<file path="config.mk">
export PLATFORM = sky130hd
export DESIGN_NAME = delta_word_decoder_top
export DESIGN_NICKNAME = d
export VERILOG_FILES = /design/src/design/dwd_pkg.sv /design/src/design/dwd_in_stage.sv /design/src/design/dwd_parser.sv /design/src/design/dwd_out_stage.sv /design/src/design/delta_word_decoder_top.sv
export SDC_FILE = /design/constraint.sdc
export NUM_CORES = 1
export LEC_CHECK = 0
export BUFFER_PORTS_ARGS = -buffer_cell sky130_fd_sc_hd__buf_4
export CORE_MARGIN = 5
export CORE_UTILIZATION = 40
export DETAILED_ROUTE_END_ITERATION = 12
export GPL_ROUTABILITY_DRIVEN = 1
export PLACE_DENSITY = 0.64
export REMOVE_ABC_BUFFERS = 1
export SETUP_SLACK_MARGIN = 0.2
export SYNTH_ARGS = -nofsm -noshare
export SYNTH_HDL_FRONTEND = slang
export SYNTH_SLANG_ARGS = --single-unit
</file>
<file path="constraint.sdc">
create_clock -name clk -period 6.1 [get_ports clk]
set_input_delay 0.305 -clock clk [delete_from_list [all_inputs] [get_ports clk]]
set_output_delay 0.305 -clock clk [all_outputs]
set_load 0.02 [all_outputs]
</file>
<file path="src/design/dwd_pkg.sv">
package dwd_pkg;

  // Parser phase codes
  localparam logic [2:0] PH_COUNT = 3'd0;
  localparam logic [2:0] PH_FIRST = 3'd1;
  localparam logic [2:0] PH_TAG   = 3'd2;
  localparam logic [2:0] PH_DELTA = 3'd3;
  localparam logic [2:0] PH_RAW   = 3'd4;

  // Tag byte that announces a 2-byte delta
  localparam logic [7:0] TAG_DELTA = 8'h01;

  // Byte index value reached after the last byte of each field.
  // An 8-byte word wraps the 3-bit index back to zero.
  localparam logic [2:0] COUNT_END = 3'd4;
  localparam logic [2:0] DELTA_END = 3'd2;
  localparam logic [2:0] WORD_END  = 3'd0;

  // Finished word handed from the parser to the result register
  typedef struct packed {
    logic        valid;
    logic [63:0] word;
    logic        last;
  } parse_res_t;

endpackage

</file>
<file path="src/design/dwd_in_stage.sv">
module dwd_in_stage (
  input  logic       clk,
  input  logic       rst,
  input  logic       in_valid,
  output logic       in_stall,
  input  logic [7:0] in_byte,
  input  logic       advance,
  output logic       byte_valid,
  output logic [7:0] byte_data
);

  // Hold the registered byte while the result side is blocked
  assign in_stall = byte_valid && !advance;

  always_ff @(posedge clk) begin
    if (rst) begin
      byte_valid <= 1'b0;
    end else if (!in_stall) begin
      byte_valid <= in_valid;
    end
  end

  // Payload register, loaded on every accepted request
  always_ff @(posedge clk) begin
    if (in_valid && !in_stall) begin
      byte_data <= in_byte;
    end
  end

endmodule

</file>
<file path="src/design/dwd_parser.sv">
module dwd_parser import dwd_pkg::*; (
  input  logic       clk,
  input  logic       rst,
  input  logic       take,
  input  logic [7:0] byte_data,
  output parse_res_t res
);

  logic [2:0]  phase;
  logic [2:0]  byte_index;
  logic [31:0] words_left;
  logic [63:0] assembly_buffer;
  logic [63:0] previous_word;

  logic [2:0]  phase_next;
  logic [2:0]  byte_index_next;
  logic [31:0] words_left_next;
  logic [63:0] assembly_buffer_next;
  logic [63:0] previous_word_next;

  // Next-state and result logic for one byte
  always_comb begin
    logic [63:0] buf_base;
    logic [63:0] buf_in;
    logic [2:0]  idx_base;
    logic [2:0]  idx_inc;
    logic [63:0] word;
    logic        emit;
    logic [31:0] left_dec;

    phase_next           = phase;
    byte_index_next      = byte_index;
    words_left_next      = words_left;
    assembly_buffer_next = assembly_buffer;
    previous_word_next   = previous_word;
    word                 = assembly_buffer;
    emit                 = 1'b0;

    // An unused phase code restarts a count from scratch
    buf_base = ((phase == PH_COUNT) || (phase == PH_FIRST) || (phase == PH_TAG) ||
                (phase == PH_DELTA) || (phase == PH_RAW)) ? assembly_buffer : 64'd0;
    idx_base = ((phase == PH_COUNT) || (phase == PH_FIRST) || (phase == PH_TAG) ||
                (phase == PH_DELTA) || (phase == PH_RAW)) ? byte_index : 3'd0;

    // Little-endian byte placement
    buf_in  = buf_base | (64'(byte_data) << {idx_base, 3'b000});
    idx_inc = idx_base + 3'd1;

    unique case (phase)
      PH_FIRST, PH_RAW: begin
        assembly_buffer_next = buf_in;
        byte_index_next      = idx_inc;
        if (idx_inc == WORD_END) begin
          emit = 1'b1;
          word = buf_in;
        end
      end
      PH_TAG: begin
        assembly_buffer_next = 64'd0;
        byte_index_next      = 3'd0;
        phase_next           = (byte_data == TAG_DELTA) ? PH_DELTA : PH_RAW;
      end
      PH_DELTA: begin
        assembly_buffer_next = buf_in;
        byte_index_next      = idx_inc;
        if (idx_inc == DELTA_END) begin
          emit = 1'b1;
          // Sign-extended delta, sum wraps modulo 2^64
          word = previous_word + {{48{buf_in[15]}}, buf_in[15:0]};
        end
      end
      default: begin
        // Word count (also any unused phase code)
        phase_next           = PH_COUNT;
        assembly_buffer_next = buf_in;
        byte_index_next      = idx_inc;
        if (idx_inc == COUNT_END) begin
          byte_index_next      = 3'd0;
          words_left_next      = buf_in[31:0];
          assembly_buffer_next = 64'd0;
          phase_next           = (buf_in[31:0] == 32'd0) ? PH_COUNT : PH_FIRST;
        end
      end
    endcase

    // Word finished: count it down and pick the next phase
    left_dec = words_left - 32'd1;
    if (emit) begin
      previous_word_next   = word;
      words_left_next      = left_dec;
      assembly_buffer_next = 64'd0;
      byte_index_next      = 3'd0;
      phase_next           = (left_dec == 32'd0) ? PH_COUNT : PH_TAG;
    end

    res.valid = take && emit;
    res.word  = word;
    res.last  = (left_dec == 32'd0);
  end

  // Parser state
  always_ff @(posedge clk) begin
    if (rst) begin
      phase           <= PH_COUNT;
      byte_index      <= 3'd0;
      words_left      <= 32'd0;
      assembly_buffer <= 64'd0;
      previous_word   <= 64'd0;
    end else if (take) begin
      phase           <= phase_next;
      byte_index      <= byte_index_next;
      words_left      <= words_left_next;
      assembly_buffer <= assembly_buffer_next;
      previous_word   <= previous_word_next;
    end
  end

endmodule

</file>
<file path="src/design/dwd_out_stage.sv">
module dwd_out_stage import dwd_pkg::*; (
  input  logic        clk,
  input  logic        rst,
  input  parse_res_t  res,
  output logic        advance,
  output logic        out_valid,
  input  logic        out_stall,
  output logic [63:0] word_value,
  output logic        is_last
);

  // Result register is free when empty or being taken this cycle
  assign advance = !out_valid || !out_stall;

  always_ff @(posedge clk) begin
    if (rst) begin
      out_valid <= 1'b0;
    end else if (advance) begin
      out_valid <= res.valid;
    end
  end

  always_ff @(posedge clk) begin
    if (advance && res.valid) begin
      word_value <= res.word;
      is_last    <= res.last;
    end
  end

endmodule

</file>
<file path="src/design/delta_word_decoder_top.sv">
// Channel  | Handshake                   | Payload
// ---------+-----------------------------+---------------------------------
// input    | in_valid / in_stall         | in_byte[7:0]
// output   | out_valid / out_stall       | word_value[63:0], is_last
//
// One byte is taken per clock unless a stalled result blocks the input; a
// word goes via the input register, then the parser into the result reg.
// Throughput is one byte a cycle when not stalled; the 64-bit delta add is
// the longest path. rst is synchronous, active high; the parser returns to
// reading a count. An output stall holds the result register and then the
// input register; in_stall rises only while a result waits and is stalled.
module delta_word_decoder_top import dwd_pkg::*; (
  input  logic        clk,
  input  logic        rst,
  input  logic        in_valid,
  output logic        in_stall,
  input  logic [7:0]  in_byte,
  output logic        out_valid,
  input  logic        out_stall,
  output logic [63:0] word_value,
  output logic        is_last
);

  logic       advance;
  logic       byte_valid;
  logic [7:0] byte_data;
  parse_res_t res;

  dwd_in_stage u_in_stage (
    .clk        (clk),
    .rst        (rst),
    .in_valid   (in_valid),
    .in_stall   (in_stall),
    .in_byte    (in_byte),
    .advance    (advance),
    .byte_valid (byte_valid),
    .byte_data  (byte_data)
  );

  dwd_parser u_parser (
    .clk       (clk),
    .rst       (rst),
    .take      (byte_valid && advance),
    .byte_data (byte_data),
    .res       (res)
  );

  dwd_out_stage u_out_stage (
    .clk        (clk),
    .rst        (rst),
    .res        (res),
    .advance    (advance),
    .out_valid  (out_valid),
    .out_stall  (out_stall),
    .word_value (word_value),
    .is_last    (is_last)
  );

endmodule

</file>
==> results of run 1 <==
## flip-flops by register name, summed over array words and instances (netlist names)
register,count
u_in_stage.byte_data,8
u_in_stage.byte_valid,1
u_out_stage.is_last,1
u_out_stage.out_valid,1
u_out_stage.word_value,64
u_parser.assembly_buffer,64
u_parser.byte_index,3
u_parser.phase,3
u_parser.previous_word,64
u_parser.words_left,32
## Yosys cell counts (all sizes together) (16+ instances only)
| cell type | number |
|---|---|
| a211oi | 29 |
| a21o | 30 |
| a21oi | 182 |
| a22o | 24 |
| a22oi | 108 |
| a31oi | 19 |
| clkbuf | 128 |
| dfxtp | 168 |
| edfxtp | 73 |
| ha | 77 |
| inv | 28 |
| nand2 | 207 |
| nand3 | 32 |
| nand4 | 32 |
| nor2 | 277 |
| nor3 | 79 |
| nor4 | 19 |
| o21ai | 122 |
| o221ai | 16 |
| xnor2 | 42 |
| xor2 | 22 |
## worst reg2reg max path, stage by stage, from the launching register on
cell	delay, ps
dfxtp_1	490
o31ai_1	1010
a22o_1	380
ha_1	270
nand2_1	130
nor3_1	270
a211oi_1	120
buf_4	170
o2111ai_1	460
a21oi_1	170
buf_4	190
or4_1	520
a311oi_1	410
xor2_1	130
a21oi_1	220
nand2_1	80
## report_power, final
| part | switching, uW | internal, uW |
|---|---|---|
| combinational | 181 | 84.7 |
| sequential | 33.3 | 1650 |
| clock | 724 | 1240 |
| total | 938 | 2980 |
## metrics by stage
step	setup TNS, ps	setup slack, ps
after floorplan	-185790	-1630
final	0	832
after global placement	0	1100
after global routing	0	590
after CTS	0	948
after detailed placement	0	978
## metal layers
layer  GRT usage [%]  share of wire (%)  up-vias
li1                -                  -     7148
met1            33.2                 45     7207
met2            34.5                 43      602
met3            4.33                8.2      124
met4            8.21                3.6        2
met5               0              0.022        -
## final cells by class
cell class                      instances  area share (%)
Multi-Input combinational cell       1527            52.5
Clock buffer                           35            4.45
Sequential cell                       241            31.8
Clock inverter                         18            1.74
Inverter                               28           0.630
Timing Repair Buffer                  118            5.22
Tap cell                              511            3.66
## cell families after synthesis
group,share of synthesized area (%)
AOI/OAI and AO/OA,27.0
xor gates and xnor gates,3.66
adders and majority gates,6.42
buffers and inverters,4.04
DFF,36.3
muxes,0.547
and+or+nand+nor,22.0
## worst max path at each step
stage | startpoint | end | slack (ps)
6_report | u_parser.byte_index[1] | u_out_stage.word_value[57] | 830
5_1_grt | u_parser.byte_index[0] | u_out_stage.word_value[56] | 590
4_1_cts | u_parser.byte_index[1] | u_out_stage.word_value[57] | 950
3_5_place_dp | u_parser.byte_index[1] | u_out_stage.word_value[57] | 980
3_3_place_gp | u_parser.byte_index[0] | u_parser.previous_word[60] | 1100
2_1_floorplan | u_parser.phase[1] | u_parser.previous_word[58] | -1630
## placed cells by master, fill, tap and decap left out, drive strengths merged, types with 6 or more instances in the layout
master	Yosys	routed
nor2	277	277
nand2	207	207
a21oi	182	182
dfxtp	168	168
o21ai	122	122
buf	9	109
a22oi	108	108
nor3	79	79
ha	77	77
edfxtp	73	73
xnor2	42	42
clkbuf	128	35
nand4	32	32
nand3	32	32
a21o	30	30
inv	28	30
a211oi	29	29
a22o	24	24
xor2	22	22
a31oi	19	19
nor4	19	19
o221ai	16	16
or3	14	14
o21a	13	13
nor2b	13	13
o21bai	12	12
nor3b	12	12
nand2b	11	11
o31ai	10	10
and3	10	10
o211ai	10	10
dlygate4sd3	0	9
or2	8	8
bufinv	0	8
and2	8	8
a311oi	7	7
o22ai	6	6
a221oi	6	6
a221o	6	6
or4	6	6
==> results.md, run 1 <==
- Final slew viol count: 0
- # IOs: 79
- GRT Resource Usage Total: a little under a quarter
- Worst Path Max Fanout: 17
- WL final: 50,500 um
- Total power draw: a little under 4000 uW
- Post-CTS Setup Inserts: 0
- Core area: about 38,000 um2
- Reg2reg start: u_parser.byte_index[1]
- Initial antenna violation count: 1
- Multi-input logic area: between 9000 and 10,000 um2
- Ys async rst share: 0%
- Final setup fails: 0
- WHS Endpoint: u_out_stage.out_valid
- P_leak: between 0.006 and 0.007 uW
- Residual DRC: 0
- Primary FF master, synth: dfxtp_1
- Utilization after layout: ~46%
- Max-Slew Margin vs Limit: 14.9%
- Vias in the first global route: between 10,000 and 15,000
- Distinct cells, synth: 75
- Fin area: roughly 17,000 um2
- Maximum VDD drop: between 0.2 and 0.25 mV
- Max Cap Viol: 0
- Synth Cell Area: 15,300 um2
- Final Cycle Share: 86.4%
- Clock buffer count from CTS: 29
- Hold Crit Depth: 3
- Worst skew pair latency: around 570 ps
- Seq/Total Area, Yosys: between 30% and 40%
- CP Capture Type: register
- Setup CP Type: register to register
- FP Rows: 71
- Cts hold-fix bufs: 9
- Clk root buf: clkbuf_16
- HP Class: input port to register
- Hold_ws: approximately 63 ps
- Yosys warns: 0
- HP Start: out_stall
- Power Density: between 200 and 250 nW/um2
- Slowest stage delay, CP: about 1000 ps
- Clk slew on worst S/H paths: approximately 60 ps
- Skew final: 14.4 ps
- Worst-margin pin slew: ~1300 ps
- Critical path arrival: 5590 ps
- Dpl hpwl: between 30,000 and 40,000 um
- EDFF count, synth: 73
- Wire length per cell: about 20 um
- Tmin final: approximately 5300 ps
- Yosys top cell by area: dfxtp_1
- Placed insts: 2,416
- Die area: ~42,000 um2
- Synth area leaders: dfxtp_1 22%, edfxtp_1 14%, nor2_1 6.8%
- CP bufs+invs: 2
- Vias: between 15,000 and 20,000
- Vias per cell: 6.09
- Unrepaired setup endpoints after global routing: false
- CTS Buffer Depth: 3
- Fin cells: between 2,000 and 2,500
- Largest net degree at the start of global routing: 123
- Required time of the worst setup path: between 6000 and 7000 ps
- Cell count along the critical path: 15
- Sinks on Clock Net: 241
- Hold Vio Cnt, Final: 0
- Fraction of layout cells with a size suffix above 1: under 10%
- # diodes: 0
- Iter 0 DRT Violations: between 1,000 and 1,500
- First-pass GRT wire length: 78,900 um
- Dpl cell area: 16,300 um2
- Syn Area/Cell: 7.92 um2
- R2r setup slk: just over 800 ps
- Crit path cell chain: o31ai_1, a22o_1, ha_1, nand2_1, nor3_1, a211oi_1, buf_4, o2111ai_1, a21oi_1, buf_4, or4_1, a311oi_1, xor2_1, a21oi_1, nand2_1
- Register area: around 5600 um2
- Die width: a little over 200 um
- First-pass iteration count of the detailed router: 6
- CTS H-Tree Depth: 1
- # port buffers: 78
- Worst flop-to-flop path endpoint: u_out_stage.word_value[57]
- Cts repair resizes: 0
- Worst reg-to-reg path cell count: 15
- CTS tree: yes
- Starting density of the core: slightly above 40%
- Area growth from synthesis to layout: 14.1%
- Fill cells: 3,692
- Total grt overflow: 0
- Status: complete, no violations
- Area share of the largest cell type after synthesis: between 20 and 25%
- Final ANT Viol Nets: 0
- GPL Wtd Cong: roughly 0.96
- Crit start category: register
- Synth Instances: just under 2,000
- Die Y-Extent: between 200 and 250 um
- F_max: between 150 and 200 MHz
- Delay-heaviest family, CP: compound AO/OA/AOI/OAI gates
- Final nets: 2,035
- Slowest-stage cell, CP: o31ai_1
- Seq cells post-synth: ~240
Note: power is estimated with default switching activity, not from simulation.
==> inputs of run 2 (changes only) <==
--- a/config.mk
+++ b/config.mk
@@ -10,7 +10,6 @@
 export CORE_UTILIZATION = 40
 export DETAILED_ROUTE_END_ITERATION = 12
 export GPL_ROUTABILITY_DRIVEN = 1
-export PLACE_DENSITY = 0.64
 export REMOVE_ABC_BUFFERS = 1
 export SETUP_SLACK_MARGIN = 0.2
 export SYNTH_ARGS = -nofsm -noshare
==> constraint.sdc (replaced) <==
create_clock -name clk -period 6 [get_ports clk]
set_input_delay 0.3 -clock clk [delete_from_list [all_inputs] [get_ports clk]]
set_output_delay 0.3 -clock clk [all_outputs]
set_load 0.02 [all_outputs]
==> run 2 against run 1 <==
Setup slack worse by 94 ps. Core utilization down 0.096 points. Clock skew up 3.9 ps. Cell count up 0.16%. Count of clock-buffer cells in the layout down 1. Via count down 0.97%. Global-route usage up 0.23 points. Sequential share of layout area up 0.073 points. Largest cell class unchanged. Die area unchanged. Worst hold slack worse by 2.0 ps. Largest power group unchanged. Maximum frequency up 0.11%.
==> results.md, run 2 (synthesis results as in run 1) <==
- Sinks on Clock Net: ~240
- Slowest-stage cell, CP: o31ai_1
- Die Y-Extent: approximately 210 um
- Die area: 42,300 um2
- # diodes: 0
- Skew final: 18.4 ps
- Clk root buf: clkbuf_16
- Delay-heaviest family, CP: compound AO/OA/AOI/OAI gates
- Hold_ws: roughly 61 ps
- Die width: between 200 and 250 um
- Initial antenna violation count: 0
- Fin area: 17,400 um2
- Largest net degree at the start of global routing: 95
- GRT busiest layer: met2
- Net Sw Frac: between 20 and 25%
- Reg2reg start: u_parser.byte_index[2]
- GRT met2 Usage: 36.0%
- Final setup fails: 0
- Dpl cell area: about 16,000 um2
- Area growth from synthesis to layout: 13.8%
- HP Class: input port to register
- Most frequent cells in the layout: 275 x nor2_1, 205 x nand2_1, 182 x a21oi_1
- CP bufs+invs: 1
- TNS Setup: 0 ps
- Maximum VDD drop: 0.217 mV
- GPL Wtd Cong: 0.940
- Clock buffer count from CTS: 29
- Worst-margin pin slew: around 1300 ps
- Worst Path Max Fanout: 12
- P_int: roughly 2900 uW
- Final Cycle Share: 87.7%
- Combinational share of power: under 10%
- Unrepaired setup endpoints after global routing: false
- GRT Resource Usage Total: between 20% and 30%
- Fill cells: approximately 3,700
- GR Util met1: between 30% and 40%
- Top Registers: u_out_stage.word_value: 64 flops, u_parser.assembly_buffer: 64 flops, u_parser.previous_word: 64 flops
- Placed insts: 2,420
- F_max: about 190 MHz
- Flop pwr share: roughly 45%
- FP Rows: 71
- Starting density of the core: about two fifths
- Worst skew pair latency: between 500 and 600 ps
- P_leak: ~0.0066 uW
- CTS tree: yes
- Vias in the first global route: 13,843
- Total power draw: between 3000 and 4000 uW
- CTS Buffer Depth: 3
- Final ANT Viol Nets: 0
- First-pass GRT wire length: 79,300 um
- Status: complete, no violations
- # port buffers: around 80
- Vias: about 15,000
- Clk pwr share: between 40% and 50%
- Worst reg-to-reg path cell count: 14
- Cell count along the critical path: 14
- Wire length per cell: around 20 um
- Multi-input logic area: between 9000 and 10,000 um2
- Critical Path End: u_out_stage.word_value[57]
- Dpl hpwl: 35,900 um
- First-pass iteration count of the detailed router: 6
- Power Density: around 220 nW/um2
- Vias per cell: approximately 6
- CTS H-Tree Depth: 1
- Max Cap Viol: 0
- Core area: roughly 38,000 um2
- Post-CTS Setup Inserts: 0
- WL final: ~51,000 um
- Setup CP Type: register to register
- Fin cells: 2,482
- Critical path arrival: about 5600 ps
- Total grt overflow: 0
- Worst flop-to-flop path endpoint: u_out_stage.word_value[57]
- Required time of the worst setup path: approximately 6300 ps
- Iter 0 DRT Violations: 1,522
- R2r setup slk: 740 ps
- Register area: 5560 um2
- Final slew viol count: 0
- Tmin final: about 5300 ps
- Hold Vio Cnt, Final: 0
- # IOs: 79
- Commonest non-fill, non-tap cell in the layout: nor2_1
- Crit path cell chain: o31ai_1, a22o_1, ha_1, nand2_1, nor3_1, a211oi_1, buf_4, o2111ai_1, a21oi_1, or4_1, a311oi_1, xor2_1, a21oi_1, nand2_1
- Crit start category: register
- Max-Slew Margin vs Limit: between 10% and 20%
- Final nets: just over 2,000
- Residual DRC: 0
- CP Capture Type: register
- Clk slew on worst S/H paths: ~60 ps
- Met3 usage: 2.79%
- Critical Path Start: u_parser.byte_index[2]
- Slowest stage delay, CP: between 900 and 1000 ps
- Fraction of layout cells with a size suffix above 1: between 10% and 20%
- Sw Pwr: between 900 and 1000 uW
## run 2: cell types whose count changed in the layout (fill, tap and decap cells not counted), sizes merged
cell,delta
clkbuf,-1
buf,+4
bufinv,-4
clkinv,+7
clkinvlp,-1
inv,-1
## run 2: worst register-to-register path, delay by kind of cell, from the launching register on
family,cells,cell delay (ps)
AO/OA/AOI/OAI,7,2950
adder cells (fa/ha/maj),1,300
XOR/XNOR,1,170
AND/OR/NAND/NOR,4,980
buffers and inverters,1,160
flip-flops,1,440
## run 2: timing repair
| action | 4_1_cts | 5_1_grt |
|---|---|---|
| hold buffers | 9 | 0 |
| endpoints found under the setup margin | 0 | 0 |
| hold endpoints to repair | 9 | 0 |
| resized for setup | 0 | 0 |
## run 2: cell type report
type                    instances  area share, %
inverters                      28          0.631
flip-flops and latches        241           31.9
clock buffers                  34           4.44
repair buffers                122           5.55
clock inverters                19           1.21
multi-input cells            1527           52.6
well taps                     511           3.67
## run 2: layer usage
| layer | share of wire [%] | wire length [um] |
|---|---|---|
| met4 | 2.7 | 1380 |
| met3 | 7.3 | 3700 |
| met5 | 0 | 0 |
| met2 | 44 | 22400 |
| met1 | 46 | 23300 |
## run 2: power groups by stage
stage | clock, uW | sequential (uW) | combinational, uW
after global routing | 1930 | 1700 | 312
final | 1820 | 1700 | 288
after floorplan | 0 | 1730 | 163
after detailed placement | 0 | 1740 | 277
after CTS | 1860 | 1700 | 283
after global placement | 0 | 1740 | 276
## run 2: worst min-delay path by stage
stage / start / to / slack [ps] / cells past startpoint
after global routing: out_stall / u_out_stage.out_valid / 100 / 3
after floorplan: rst / u_parser.phase[1] / 360 / 1
after global placement: u_parser.previous_word[53] / u_parser.previous_word[53] / 450 / 2
after detailed placement: u_parser.previous_word[53] / u_parser.previous_word[53] / 450 / 2
after CTS: out_stall / u_out_stage.out_valid / 30 / 3
final: out_stall / u_out_stage.out_valid / 60 / 3
## run 2: per-stage QoR
step	utilization [%]	worst slack, ps
6_report	46.2	738
5_1_grt	46.2	482
4_1_cts	46.2	859
3_5_place_dp	43.3	888
3_3_place_gp	43.3	1040
2_1_floorplan	-	-1730
